--- config.mk ---
export PLATFORM = sky130hd
export DESIGN_NAME = manchester_phase_sync_decoder_top
export DESIGN_NICKNAME = d
export VERILOG_FILES = /design/src/rtl/mpsd_pkg.sv /design/src/rtl/manchester_phase_sync_decoder_top.sv
export SDC_FILE = /design/constraint.sdc
export NUM_CORES = 1
export LEC_CHECK = 0
export BUFFER_PORTS_ARGS = -buffer_cell sky130_fd_sc_hd__buf_2
export CAP_MARGIN = 20
export CORE_MARGIN = 2
export CORE_UTILIZATION = 50
export DETAILED_ROUTE_END_ITERATION = 10
export PLACE_DENSITY = 0.77
export SETUP_SLACK_MARGIN = 0.3
export SYNTH_ARGS = -nofsm -noshare
export SYNTH_HDL_FRONTEND = slang
export SYNTH_SLANG_ARGS = --single-unit
--- constraint.sdc ---
create_clock -name clock -period 13.7 [get_ports clock]
set_input_delay 0.685 -clock clock [delete_from_list [all_inputs] [get_ports clock]]
set_output_delay 0.685 -clock clock [all_outputs]
set_load 0.05 [all_outputs]
--- src/rtl/mpsd_pkg.sv ---
package mpsd_pkg;

   localparam int MAX_SYNC_BITS = 64;
   localparam int WIN_DEPTH     = 2 * MAX_SYNC_BITS;
   localparam int IDX_W         = $clog2(WIN_DEPTH);
   localparam int CNT_W         = $clog2(MAX_SYNC_BITS + 1);
   localparam int FILL_W        = $clog2(WIN_DEPTH + 1);

   localparam int SYNC_W        = 7;
   localparam int CSR_ADDR_W    = 3;
   localparam int CSR_DATA_W    = 32;

   localparam logic [SYNC_W-1:0] SYNC_BITS_RESET = 7'd32;
   localparam logic              REG_SYNC_BITS   = 1'b0;

   typedef logic [1:0] diff_type;

   localparam diff_type DIFF_ZERO = 2'b00;
   localparam diff_type DIFF_POS  = 2'b01;
   localparam diff_type DIFF_NEG  = 2'b11;

endpackage

--- src/rtl/manchester_phase_sync_decoder_top.sv ---
// Manchester phase-sync decoder.
// Input channel req_: one hard symbol per transaction (req_symbol, low bit used).
// Result channel rsp_: one decoded bit (rsp_bit_value) with an erasure flag
// (rsp_erased) for every second difference once the window is full.
// Configuration: APB write of sync_bits at byte address 0 sets the half window
// length N (0 acts as 1, above 64 acts as 64) and restarts the decoder.
// Throughput is one symbol per cycle while req_stall is low. The difference
// window sits in a 128 x 2 single-write memory; the next position's entry is
// read ahead into a register, so each symbol takes one read-modify-write slot
// and the next symbol may follow in the next cycle. A result appears in the
// output register on the cycle after the symbol that completes a pair is taken.
// Reset (synchronous, active high) sets sync_bits to 32, resets all counters and
// marks every window entry as +1 through per-entry valid flags; no clearing pass
// is needed and symbols are taken from the first cycle after reset.
// While rsp_stall holds a waiting result, req_stall is raised and the input
// channel holds; the result register keeps its value until taken.
module manchester_phase_sync_decoder_top
   import mpsd_pkg::*;
(
   input  logic                  clock,
   input  logic                  reset,

   input  logic                  req_valid,
   output logic                  req_stall,
   input  logic                  req_symbol,

   output logic                  rsp_valid,
   input  logic                  rsp_stall,
   output logic                  rsp_bit_value,
   output logic                  rsp_erased,

   input  logic                  psel,
   input  logic                  penable,
   input  logic                  pwrite,
   input  logic [CSR_ADDR_W-1:0] paddr,
   input  logic [CSR_DATA_W-1:0] pwdata,
   output logic [CSR_DATA_W-1:0] prdata,
   output logic                  pready
);

   function automatic logic [CNT_W-1:0] clamp_half(input logic [SYNC_W-1:0] raw);
      logic [CNT_W-1:0] res;
      if (raw == '0) begin
         res = CNT_W'(1);
      end else if (32'(raw) > MAX_SYNC_BITS) begin
         res = CNT_W'(MAX_SYNC_BITS);
      end else begin
         res = CNT_W'(raw);
      end
      return res;
   endfunction

   logic [SYNC_W-1:0]    sync_ff, sync_in;
   logic                 prev_ff, prev_in;
   logic                 have_prev_ff, have_prev_in;
   logic [FILL_W-1:0]    fill_left_ff, fill_left_in;
   logic [IDX_W-1:0]     idx_ff, idx_in;
   logic [CNT_W-1:0]     err_even_ff, err_even_in;
   logic [CNT_W-1:0]     err_odd_ff, err_odd_in;
   logic                 phase_ff, phase_in;
   logic [CNT_W-1:0]     rollout_ff, rollout_in;
   logic                 second_ff, second_in;
   diff_type             first_ff, first_in;
   logic [WIN_DEPTH-1:0] valid_ff, valid_in;
   diff_type             rdata_ff;
   logic                 rsp_valid_ff, rsp_valid_in;
   logic                 rsp_bit_ff, rsp_bit_in;
   logic                 rsp_erased_ff, rsp_erased_in;

   diff_type             win_mem [WIN_DEPTH];

   logic                 cfg_wr;
   logic                 accept;
   logic                 push;
   diff_type             diff;
   diff_type             old_diff;
   diff_type             out_diff;
   logic                 old_nz;
   logic                 diff_nz;
   logic [CNT_W-1:0]     half;
   logic [FILL_W-1:0]    win_len;
   logic [IDX_W-1:0]     len_m1;
   logic [CNT_W-1:0]     even_pushed;
   logic [CNT_W-1:0]     odd_pushed;
   logic [CNT_W-1:0]     err_max;
   logic                 oos_pre;
   logic                 oos_post;
   logic                 out_load;

   assign pready    = 1'b1;
   assign prdata    = (paddr[2] == REG_SYNC_BITS) ? CSR_DATA_W'(sync_ff) : '0;
   assign cfg_wr    = psel & penable & pwrite & (paddr[2] == REG_SYNC_BITS);

   assign req_stall = rsp_valid_ff & rsp_stall;
   assign accept    = req_valid & ~req_stall;
   assign push      = accept & have_prev_ff;

   assign half      = clamp_half(sync_ff);
   assign win_len   = FILL_W'(half) << 1;
   assign len_m1    = IDX_W'(win_len - 1'b1);

   always_comb begin
      if (req_symbol == prev_ff) begin
         diff = DIFF_ZERO;
      end else if (req_symbol) begin
         diff = DIFF_POS;
      end else begin
         diff = DIFF_NEG;
      end
   end

   assign old_diff    = valid_ff[idx_ff] ? rdata_ff : DIFF_POS;
   assign old_nz      = (old_diff != DIFF_ZERO);
   assign diff_nz     = (diff != DIFF_ZERO);
   assign even_pushed = err_even_ff + CNT_W'(~idx_ff[0] & old_nz)
                        - CNT_W'(~idx_ff[0] & diff_nz);
   assign odd_pushed  = err_odd_ff + CNT_W'(idx_ff[0] & old_nz)
                        - CNT_W'(idx_ff[0] & diff_nz);
   assign err_max     = (err_even_ff > err_odd_ff) ? err_even_ff : err_odd_ff;
   assign oos_pre     = phase_ff ? (err_even_ff < err_odd_ff) : (err_even_ff > err_odd_ff);
   assign oos_post    = phase_ff ? (even_pushed < odd_pushed) : (even_pushed > odd_pushed);
   assign out_diff    = phase_ff ? old_diff : first_ff;

   always_comb begin
      sync_in       = sync_ff;
      prev_in       = prev_ff;
      have_prev_in  = have_prev_ff;
      fill_left_in  = fill_left_ff;
      idx_in        = idx_ff;
      err_even_in   = err_even_ff;
      err_odd_in    = err_odd_ff;
      phase_in      = phase_ff;
      rollout_in    = rollout_ff;
      second_in     = second_ff;
      first_in      = first_ff;
      valid_in      = valid_ff;
      out_load      = 1'b0;
      rsp_bit_in    = rsp_bit_ff;
      rsp_erased_in = rsp_erased_ff;

      if (cfg_wr) begin
         sync_in      = pwdata[SYNC_W-1:0];
         have_prev_in = 1'b0;
         prev_in      = 1'b0;
         fill_left_in = FILL_W'(clamp_half(pwdata[SYNC_W-1:0])) << 1;
         idx_in       = '0;
         err_even_in  = '0;
         err_odd_in   = '0;
         phase_in     = 1'b0;
         rollout_in   = '0;
         second_in    = 1'b0;
         first_in     = DIFF_ZERO;
         valid_in     = '0;
      end else if (accept) begin
         prev_in      = req_symbol;
         have_prev_in = 1'b1;
         if (push) begin
            idx_in           = (idx_ff == len_m1) ? '0 : idx_ff + 1'b1;
            err_even_in      = even_pushed;
            err_odd_in       = odd_pushed;
            valid_in[idx_ff] = 1'b1;
            if (fill_left_ff != '0) begin
               fill_left_in = fill_left_ff - 1'b1;
               if (fill_left_ff == FILL_W'(1) && oos_post) begin
                  phase_in = ~phase_ff;
               end
            end else if (!second_ff) begin
               if (rollout_ff == '0 && oos_pre) begin
                  if (err_max >= half) begin
                     phase_in = ~phase_ff;
                  end else begin
                     rollout_in = half - err_max;
                  end
               end
               first_in  = old_diff;
               second_in = 1'b1;
            end else begin
               second_in     = 1'b0;
               out_load      = 1'b1;
               rsp_bit_in    = (out_diff == DIFF_POS);
               rsp_erased_in = !(out_diff == DIFF_POS || out_diff == DIFF_NEG);
               if (rollout_ff != '0) begin
                  rollout_in = rollout_ff - 1'b1;
                  if (rollout_ff == CNT_W'(1) && oos_post) begin
                     phase_in = ~phase_ff;
                  end
               end
            end
         end
      end
   end

   assign rsp_valid_in = out_load | (rsp_valid_ff & rsp_stall);

   always_ff @(posedge clock) begin
      if (push && !cfg_wr) begin
         win_mem[idx_ff] <= diff;
      end
      rdata_ff <= win_mem[idx_in];
   end

   always_ff @(posedge clock) begin
      if (reset) begin
         sync_ff      <= SYNC_BITS_RESET;
         have_prev_ff <= 1'b0;
         fill_left_ff <= FILL_W'(clamp_half(SYNC_BITS_RESET)) << 1;
         idx_ff       <= '0;
         err_even_ff  <= '0;
         err_odd_ff   <= '0;
         phase_ff     <= 1'b0;
         rollout_ff   <= '0;
         second_ff    <= 1'b0;
         valid_ff     <= '0;
         rsp_valid_ff <= 1'b0;
      end else begin
         sync_ff      <= sync_in;
         have_prev_ff <= have_prev_in;
         fill_left_ff <= fill_left_in;
         idx_ff       <= idx_in;
         err_even_ff  <= err_even_in;
         err_odd_ff   <= err_odd_in;
         phase_ff     <= phase_in;
         rollout_ff   <= rollout_in;
         second_ff    <= second_in;
         valid_ff     <= valid_in;
         rsp_valid_ff <= rsp_valid_in;
      end
   end

   always_ff @(posedge clock) begin
      prev_ff       <= prev_in;
      first_ff      <= first_in;
      rsp_bit_ff    <= rsp_bit_in;
      rsp_erased_ff <= rsp_erased_in;
   end

   assign rsp_valid     = rsp_valid_ff;
   assign rsp_bit_value = rsp_bit_ff;
   assign rsp_erased    = rsp_erased_ff;

   a_err_bound: assert property (@(posedge clock) disable iff (reset)
      err_even_ff <= half && err_odd_ff <= half)
      else $error("error count exceeds half window");

   a_idx_bound: assert property (@(posedge clock) disable iff (reset)
      idx_ff <= len_m1)
      else $error("window index beyond window length");

   a_emit_phase: assert property (@(posedge clock) disable iff (reset)
      out_load |-> (fill_left_ff == '0 && second_ff))
      else $error("result emitted outside second difference of a pair");

   a_rollout_bound: assert property (@(posedge clock) disable iff (reset)
      rollout_ff < half || rollout_ff == '0)
      else $error("rollout count out of range");

   a_no_overwrite: assert property (@(posedge clock) disable iff (reset)
      (rsp_valid_ff && rsp_stall) |=> (rsp_valid_ff && $stable(rsp_bit_ff)
                                        && $stable(rsp_erased_ff)))
      else $error("waiting result overwritten");

endmodule
==> flow_summary.ini, run 1 <==
[drt]
dr.pass1.iters = 5
wire_per_inst_um = 19.3
antenna_left = 0
num_vias = 15400
wirelength_um = 49100
route.detailed.drc = 0
drtIter0Drc = 1549
vias_per_cell = 6.04

[worst_hold_path]
hold_class = in2reg

[cells_and_area]
area_growth_pct = 8.95
stdcell_area_mm2 = 0.0219
n_antenna_cell = 0
final_core_util_pct = 55.2
finalNetCount = 2076
drive_above_1_share_pct = 7.97

[synth]
synth_mux_area_share_pct = 3.20
synth_xor_area_share_pct = 1.35
synth_warnings = 0
ys.flop_type = edfxtp_1
synth-compound-area-share_pct = 13.2
synth_edf_count = 258
yosysTopAreaCell = edfxtp_1
synth_top_family_by_area = simple AND/OR/NAND/NOR gates
synth_area_per_cell_um2 = 9.96
synth_async_sr_flop_share_pct = 0
yosysSeqAreaShare_pct = 56.4
synth.distinct_cells = 80
syn-instance-count = 2019
yosysTopAreaCellShare_pct = 38.5
ys_top_cells_by_count = 337 x nor2_1, 258 x edfxtp_1, 243 x nand2_1, 197 x a21oi_1, 180 x dfxtp_1
synth.area.top_cells = edfxtp_1 39%, dfxtp_1 18%, nor2_1 6.3%
ys_ff_latch = 438
syn_area_mm2 = 0.0201
synth.most_common_cell = nor2_1
synth_fa_ha_area_share_pct = 2.97
synthSimpleGateAreaFrac_pct = 18.2

[floorplanning]
die_h_um = 205
initial_utilization_pct = 50.6
core-area_mm2 = 0.0397
io_pins = 80
die_w_um = 205
die_area_mm2 = 0.0418
core.rowCount = 73

[clock_tree]
post_cts_resized = 0
cts_setup_buffers = 0
htreeDepth = 2
clock-root-buffer = clkbuf_16
cts_hold_buf = 0
cts_tree = built
numCtsBuffers = 44
clkLatencyLatePin_ns = 0.56
cts.sinks = 438
clk_pin_slew_ns = 0.06
cts_buffer_depth = 3

[global_route]
groute.usage.overall_pct = 23.4
antenna_found_initial = 0
gr-total-overflow = 0
grt_pass1_wl_um = 77700
grt_max_degree = 112
grt_pass1_vias = 15000

[worst_setup_path]
cp-end-kind = flip-flop
crit_slowest_cell = dfxtp_1
cp_max_fo = 33
worst_setup_path_start_kind = flip-flop
required_ns = 14.18
max_stage_delay_ns = 0.72
arrival_ns = 6.86
crit_type = reg2reg
worst-path-buf-inv = 5
crit_family = compound AO/OA/AOI/OAI gates
cpMostUsedCell = inv_1

[sta]
rsz0062_at_grt = false
min_period_ns = 6.38
tightestPinTransition_ns = 1.16
relSlewSlack_pct = 22.6
tns_ns = 0
finalSetupViolations = 0
fin_crit_sh_pct = 46.5
finalHoldViolCount = 0
fin_ws_ns = 7.32
skew_ns = 0.0124
finalMaxSlewViolations = 0
fmax_ghz = 0.157

[place]
place.gp.congestion = 0.877
dp_hpwl_um = 29400
port_buffers = 26
dpl_cell_area_mm2 = 0.0205
pre_cts_slack_ns = 7.46

[power_and_ir_drop]
power_mw = 2.86
powerDensity_mw_per_mm2 = 131
ir_drop_uv = 91.1
p_leak_nw = 7.66

[run]
maxCapViolCount = 0

[outcome]
status = complete, no violations
==> sequential cells by signal, indices dropped and copies added (netlist names) <==
| name | flops |
|---|---|
| win_mem | 256 |
| valid_ff | 128 |
| fill_left_ff | 8 |
| err_even_ff | 7 |
| err_odd_ff | 7 |
| idx_ff | 7 |
| rollout_ff | 7 |
| sync_ff | 7 |
| first_ff | 2 |
| rdata_ff | 2 |
| have_prev_ff | 1 |
| phase_ff | 1 |
| prev_ff | 1 |
| rsp_bit_value | 1 |
| rsp_erased | 1 |
| rsp_valid | 1 |
| second_ff | 1 |
==> path summary, 6_finish.rpt <==
| path | depth (start not counted) | end | slack [ns] | from |
|---|---|---|---|---|
| max | 29 | phase_ff$_SDFFE_PP0P_ | 7.32 | idx_ff[0]$_SDFF_PP0_ |
| min | 3 | sync_ff[0]$_SDFFE_PP0P_ | 0.41 | pwdata[0] |
| max reg2reg | 29 | phase_ff$_SDFFE_PP0P_ | 7.32 | idx_ff[0]$_SDFF_PP0_ |
| min reg2reg | 2 | rollout_ff[1]$_SDFFE_PP0P_ | 0.46 | rollout_ff[1]$_SDFFE_PP0P_ |
==> metal layers <==
layer | global-route usage [%] | up-vias | share of wire, %
met2 | 39.6 | 638 | 49
li1 | - | 7100 | -
met3 | 4.09 | 127 | 8.2
met1 | 29.3 | 7521 | 40
met5 | 0 | - | 0
met4 | 10.3 | 0 | 3.1
==> cell usage in the layout (no fill, tap or decap), types with 13 or more instances in the layout <==
cell,n
nor2_1,335
edfxtp_1,258
nand2_1,243
a21oi_1,196
dfxtp_1,180
nand3_1,90
a22oi_1,57
inv_1,47
clkbuf_16,45
ha_1,42
mux2i_1,35
nand4_1,32
nor3_1,28
buf_2,27
conb_1,26
buf_4,26
o21ai_0,25
and3_1,25
xnor2_1,20
nor2b_1,20
a31oi_1,16
a211oi_1,15
a311oi_1,15
clkbuf_1,14
o211ai_1,13
==> metrics by stage <==
stage          instances  hold slack, ns
2_1_floorplan       2043           0.437
3_3_place_gp        2464           0.447
3_5_place_dp        2465           0.454
4_1_cts             2545           0.383
5_1_grt             2546           0.412
6_report            2546           0.405
==> worst min-delay path, delay by kind of cell <==
| kind | cells | cell delay (ns) |
|---|---|---|
| buffers and inverters | 1 | 0.10 |
| and+or+nand+nor | 1 | 0.06 |
| AOI/OAI and AO/OA | 1 | 0.05 |
==> layout make-up <==
cell class / count / area [um^2]
clock buffer: 63 / 1230
clock inverter: 17 / 135
fill: 3343 / 17800
inverter: 48 / 180
multi-input combinational: 1401 / 8000
sequential: 438 / 11400
tap: 525 / 657
timing repair buffer: 54 / 358
==> report_power, final <==
group,internal [mW],total (mW),switching (mW)
logic,0.0977,0.290,0.192
registers,1.41,1.42,0.00985
clock network,0.664,1.15,0.487
==> cell families after synthesis <==
| group | Yosys count |
|---|---|
| and+or+nand+nor | 832 |
| other | 2 |
| adders and majority gates | 46 |
| xor gates and xnor gates | 31 |
| buffers and inverters | 204 |
| DFF | 438 |
| AOI/OAI and AO/OA | 414 |
| muxes | 52 |
Note: power is estimated with default switching activity, not from simulation.
==> inputs of run 2 (changes only) <==
==> constraint.sdc (replaced) <==
create_clock -name clock -period 6.2 [get_ports clock]
set_input_delay 0.31 -clock clock [delete_from_list [all_inputs] [get_ports clock]]
set_output_delay 0.31 -clock clock [all_outputs]
set_load 0.05 [all_outputs]
==> run 2 against run 1 <==
Utilization up 0.88 points. Clock power up 130%. Power up 130%. Critical endpoint unchanged.
==> flow_summary.ini, run 2 (synthesis results as in run 1) <==
[worst_setup_path]
arrival_ns = 6.12
worst_setup_path_start_kind = flip-flop
required_ns = 6.67
max_stage_delay_ns = 0.50
worst-path-buf-inv = 5
cp_max_fo = 33
cp-end-kind = flip-flop
reg2regPathDepth = 29
crit_type = reg2reg
r2r_end = phase_ff$_SDFFE_PP0P_
crit_family = compound AO/OA/AOI/OAI gates
r2r-start = idx_ff[0]$_SDFF_PP0_
path_depth = 29
rrSetupSlack_ns = 0.55
crit_slowest_cell = mux4_2

[floorplanning]
die_w_um = 205
die_h_um = 205
die_area_mm2 = 0.0418
io_pins = 80
core-area_mm2 = 0.0397
core.rowCount = 73
initial_utilization_pct = 50.6

[power_and_ir_drop]
power_frac_comb_pct = 10.2
switching_share_pct = 23.7
intPower_mw = 4.93
p_leak_nw = 7.81
p_seq_share_pct = 48.7
pwr-share-clk_pct = 41.1
powerDensity_mw_per_mm2 = 290
ir_drop_uv = 166
power.switching_mw = 1.53

[global_route]
grt_pass1_vias = 14500
grt_pass1_wl_um = 77300
antenna_found_initial = 0
gr-total-overflow = 0
groute.usage.overall_pct = 23.4
grt_max_degree = 111

[sta]
fmax_ghz = 0.177
fin_crit_sh_pct = 91.1
finalHoldViolCount = 0
finalSetupViolations = 0
rsz0062_at_grt = false
tns_ns = 0
relSlewSlack_pct = 22.3
skew_ns = 0.0200
tightestPinTransition_ns = 1.16
min_period_ns = 5.65
finalMaxSlewViolations = 0

[cells_and_area]
regMostFlops = win_mem
final_common_cell = nor2_1
drive_above_1_share_pct = 8.99
largest_reg_flops = 256
stdcell_area_mm2 = 0.0223
finalNetCount = 2089
n_antenna_cell = 0
final-instance-count-excl-fill = 2560
area_growth_pct = 10.7
reg_top3 = win_mem (256), valid_ff (128), fill_left_ff (8)
final_cell_mix = 334 x nor2_1, 258 x edfxtp_1, 243 x nand2_1

[clock_tree]
htreeDepth = 2
cts.sinks = 438
numCtsBuffers = 44
clock-root-buffer = clkbuf_16
clkLatencyLatePin_ns = 0.55
cts_buffer_depth = 3
clk_pin_slew_ns = 0.06
cts_tree = built

[drt]
drtIter0Drc = 1935
route.detailed.drc = 0
antenna_left = 0
vias_per_cell = 6.06
wirelength_um = 49800
dr.pass1.iters = 6
wire_per_inst_um = 19.5
num_vias = 15500

[worst_hold_path]
worstHoldStart = pwdata[2]
hold_class = in2reg
hold_depth = 3
whs_endpoint = sync_ff[2]$_SDFFE_PP0P_

[place]
dp_hpwl_um = 29900
port_buffers = 26
dpl_cell_area_mm2 = 0.0207
place.gp.congestion = 0.902
dpl.cell_count = 2469

[outcome]
status = complete, no violations

[run]
maxCapViolCount = 0
==> run 2: cell count changes in the layout (fill, tap and decap cells not counted), sizes merged, moves of 2 or more <==
cell	change
bufinv	+3
buf	+8
clkbuf	-6
dlygate4sd3	+2
clkinv	+6
==> run 2: what timing repair did <==
item	4_1_cts	5_1_grt
setup buffers	0	6
hold buffers	2	0
endpoints found under the setup margin	0	1
gates resized for setup	0	15
endpoints found under the hold margin	2	0
==> run 2: worst min-delay path, stage by stage <==
cell     delay [ns]
buf_2          0.11
nand2_1        0.05
a21oi_1        0.05
==> run 2: worst max path at each step <==
| stage | end | slack [ns] | from |
|---|---|---|---|
| after floorplan | phase_ff$_SDFFE_PP0P_ | 0.61 | idx_ff[2]$_SDFF_PP0_ |
| after global placement | phase_ff$_SDFFE_PP0P_ | 0.47 | idx_ff[0]$_SDFF_PP0_ |
| after detailed placement | phase_ff$_SDFFE_PP0P_ | 0.39 | idx_ff[0]$_SDFF_PP0_ |
| after CTS | phase_ff$_SDFFE_PP0P_ | 0.32 | idx_ff[0]$_SDFF_PP0_ |
| after global routing | phase_ff$_SDFFE_PP0P_ | 0.29 | idx_ff[0]$_SDFF_PP0_ |
| final | phase_ff$_SDFFE_PP0P_ | 0.55 | idx_ff[0]$_SDFF_PP0_ |
==> run 2: power by group through the flow <==
stage | Combinational (mW) | Clock [mW] | Sequential, mW
detailed placement | 0.626 | 0 | 3.21
floorplan | 0.486 | 0 | 3.21
global route | 0.722 | 2.80 | 3.15
CTS | 0.633 | 2.68 | 3.15
finish | 0.657 | 2.65 | 3.15
global placement | 0.614 | 0 | 3.21
==> run 2: per-stage QoR <==
step / utilization [%] / power (mW) / hold WS, ns / setup WS, ns
after floorplan: - / 3.69 / 0.434 / 0.607
after global placement: 52.0 / 3.82 / 0.448 / 0.472
after detailed placement: 52.0 / 3.84 / 0.454 / 0.386
after CTS: 55.7 / 6.46 / 0.00196 / 0.316
after global routing: 56.0 / 6.67 / 0.0245 / 0.295
final: 56.0 / 6.46 / 0.0243 / 0.551
==> run 2: routing by layer <==
layer,vias to the layer above,part of all wire [%],GRT usage (%),routed length [um]
met5,-,0,0,0
li1,7132,-,-,-
met2,746,48,38.9,23800
met1,7502,40,30.8,20000
met3,121,8.8,3.56,4370
met4,0,3.2,8.88,1600
==> run 2: area by class of cell <==
cell class / instances / area, um^2
clock inverter: 26 / 251
multi-input combinational: 1401 / 8030
clock buffer: 55 / 1190
fill: 3255 / 17500
inverter: 48 / 184
tap: 525 / 657
timing repair buffer: 67 / 588
sequential: 438 / 11400
==> inputs of run 3 (changes only) <==
--- a/config.mk
+++ b/config.mk
@@ -7,10 +7,13 @@
 export LEC_CHECK = 0
 export BUFFER_PORTS_ARGS = -buffer_cell sky130_fd_sc_hd__buf_2
 export CAP_MARGIN = 20
+export CELL_PAD_IN_SITES_DETAIL_PLACEMENT = 1
+export CELL_PAD_IN_SITES_GLOBAL_PLACEMENT = 2
 export CORE_MARGIN = 2
-export CORE_UTILIZATION = 50
+export CORE_UTILIZATION = 37
+export CTS_BUF_LIST = sky130_fd_sc_hd__clkbuf_16
 export DETAILED_ROUTE_END_ITERATION = 10
-export PLACE_DENSITY = 0.77
+export PLACE_DENSITY = 0.87
 export SETUP_SLACK_MARGIN = 0.3
 export SYNTH_ARGS = -nofsm -noshare
 export SYNTH_HDL_FRONTEND = slang
==> constraint.sdc (replaced) <==
create_clock -name clock -period 4.7 [get_ports clock]
set_input_delay 0.235 -clock clock [delete_from_list [all_inputs] [get_ports clock]]
set_output_delay 0.235 -clock clock [all_outputs]
set_load 0.05 [all_outputs]
==> run 3 against run 2 <==
The run now ends with setup timing left. Power is 35% higher. Cell count is 13% higher. Largest cell class unchanged. Utilization is 11 points lower. Via count is 4.6% higher.
==> flow_summary.ini, run 3 (synthesis results as in run 1) <==
[outcome]
status = complete, but fails checks
violations = setup timing

[worst_setup_path]
cp-end-kind = flip-flop
max_stage_delay_ns = 0.50
worst_setup_path_start_kind = flip-flop
crit_type = reg2reg
required_ns = 5.18
cpMostUsedCell = o21a_1
crit_slowest_cell = mux4_2
cp_max_fo = 8
arrival_ns = 5.81

[sta]
fmax_ghz = 0.188
finalMaxSlewViolations = 0
finalHoldViolCount = 0
relSlewSlack_pct = 24.9
tns_ns = -0.631
rsz0062_at_grt = true
fin_ws_ns = -0.631
min_period_ns = 5.33
finalSetupViolations = 1
tightestPinTransition_ns = 1.12
fin_crit_sh_pct = 113
skew_ns = 0.0238

[cells_and_area]
final_cell_mix = 330 x nor2_1, 258 x edfxtp_1, 241 x nand2_1
finalNetCount = 2258
final_common_cell = nor2_1
reg_top3 = win_mem (256), valid_ff (128), fill_left_ff (8)
regMostFlops = win_mem
area_growth_pct = 20.5
largest_reg_flops = 256
drive_above_1_share_pct = 18.8
stdcell_area_mm2 = 0.0242
n_antenna_cell = 0

[global_route]
antenna_found_initial = 0
gr-total-overflow = 0
groute.usage.overall_pct = 21.5
grt_max_degree = 80
grt_pass1_vias = 16800
grt_pass1_wl_um = 94900

[floorplanning]
core.rowCount = 85
io_pins = 80
die_w_um = 237
initial_utilization_pct = 37.4
die_h_um = 237
core-area_mm2 = 0.0538
die_area_mm2 = 0.0562

[drt]
route.detailed.drc = 0
num_vias = 16200
wirelength_um = 62200
highest_layer = met4
dr.pass1.iters = 5
vias_per_cell = 5.59
route.met2.wl_um = 30800
route.met3.wl_um = 3000
drtIter0Drc = 1141
wire_per_inst_um = 21.4
m1WireLength_um = 26600
antenna_left = 0

[worst_hold_path]
hold_class = in2reg

[clock_tree]
numCtsBuffers = 47
cts.sinks = 438
cts_tree = built
clock-root-buffer = clkbuf_16
htreeDepth = 2
cts_buffer_depth = 3
clkLatencyLatePin_ns = 0.59
clk_pin_slew_ns = 0.06

[run]
maxCapViolCount = 0

[place]
dpl_cell_area_mm2 = 0.0219
dp_hpwl_um = 39800
port_buffers = 26
place.gp.congestion = 0.846

[power_and_ir_drop]
p_leak_nw = 8.75
powerDensity_mw_per_mm2 = 359
ir_drop_uv = 208
==> run 3: worst max-delay path, delay by kind of cell (launching register included) <==
kind                       cells  cell delay, ns
adders and majority gates      4            1.09
AOI/OAI and AO/OA              9            1.12
xor gates and xnor gates       1            0.17
DFF                            1            0.35
muxes                          3            0.93
buffers and inverters          8            0.94
and+or+nand+nor                7            0.62
==> run 3: layout make-up <==
| type | instances | area [um^2] |
|---|---|---|
| clock inverters | 38 | 189 |
| well taps | 696 | 871 |
| inverters | 48 | 180 |
| multi-input cells | 1401 | 8440 |
| repair buffers | 233 | 2020 |
| clock buffers | 47 | 1180 |
| fillers | 5942 | 29600 |
| flip-flops and latches | 438 | 11400 |
==> run 3: final timing paths <==
path              cells past startpoint                    endpoint  slack (ns)                        from
setup / recovery                     32       phase_ff$_SDFFE_PP0P_       -0.63        idx_ff[0]$_SDFF_PP0_
hold reg to reg                       2  valid_ff[113]$_SDFFE_PP0P_        0.47  valid_ff[113]$_SDFFE_PP0P_
hold / removal                        3        rsp_valid$_SDFF_PP0_        0.05                   rsp_stall
setup reg to reg                     32       phase_ff$_SDFFE_PP0P_       -0.63        idx_ff[0]$_SDFF_PP0_
==> run 3: report_power, final <==
group | internal [mW] | leakage, nW | switching (mW)
clock network | 1.82 | 0.706 | 1.54
logic | 0.496 | 4.22 | 0.700
registers | 4.12 | 3.82 | 0.0261
total | 6.44 | 8.75 | 2.27
==> run 3: what timing repair did <==
action / in CTS / in global routing
resized for setup: 47 / 74
endpoints found under the hold margin: 14 / 0
hold buffers: 8 / 0
cloned: 1 / 1
pin swaps: 22 / 53
buffers inserted: 13 / 32
endpoints found under the setup margin: 14 / 16
==> run 3: metal layers <==
layer,global-route usage (%),vias to the layer above
li1,-,7466
met5,0,-
met1,27.5,8216
met3,3.52,121
met4,7.62,0
met2,36.8,418
==> run 3: through the flow <==
stage	total power [mW]	hold WS, ns	util (%)	setup slack (ns)	std cells
after CTS	8.66	0.0165	44.0	-0.682	2867
final	8.70	0.0484	45.0	-0.631	2901
after floorplan	4.88	0.359	-	-0.316	2043
after global placement	5.20	0.446	40.7	-0.673	2760
after detailed placement	5.23	0.455	40.7	-0.792	2760
after global routing	9.01	0.0538	45.0	-0.877	2901
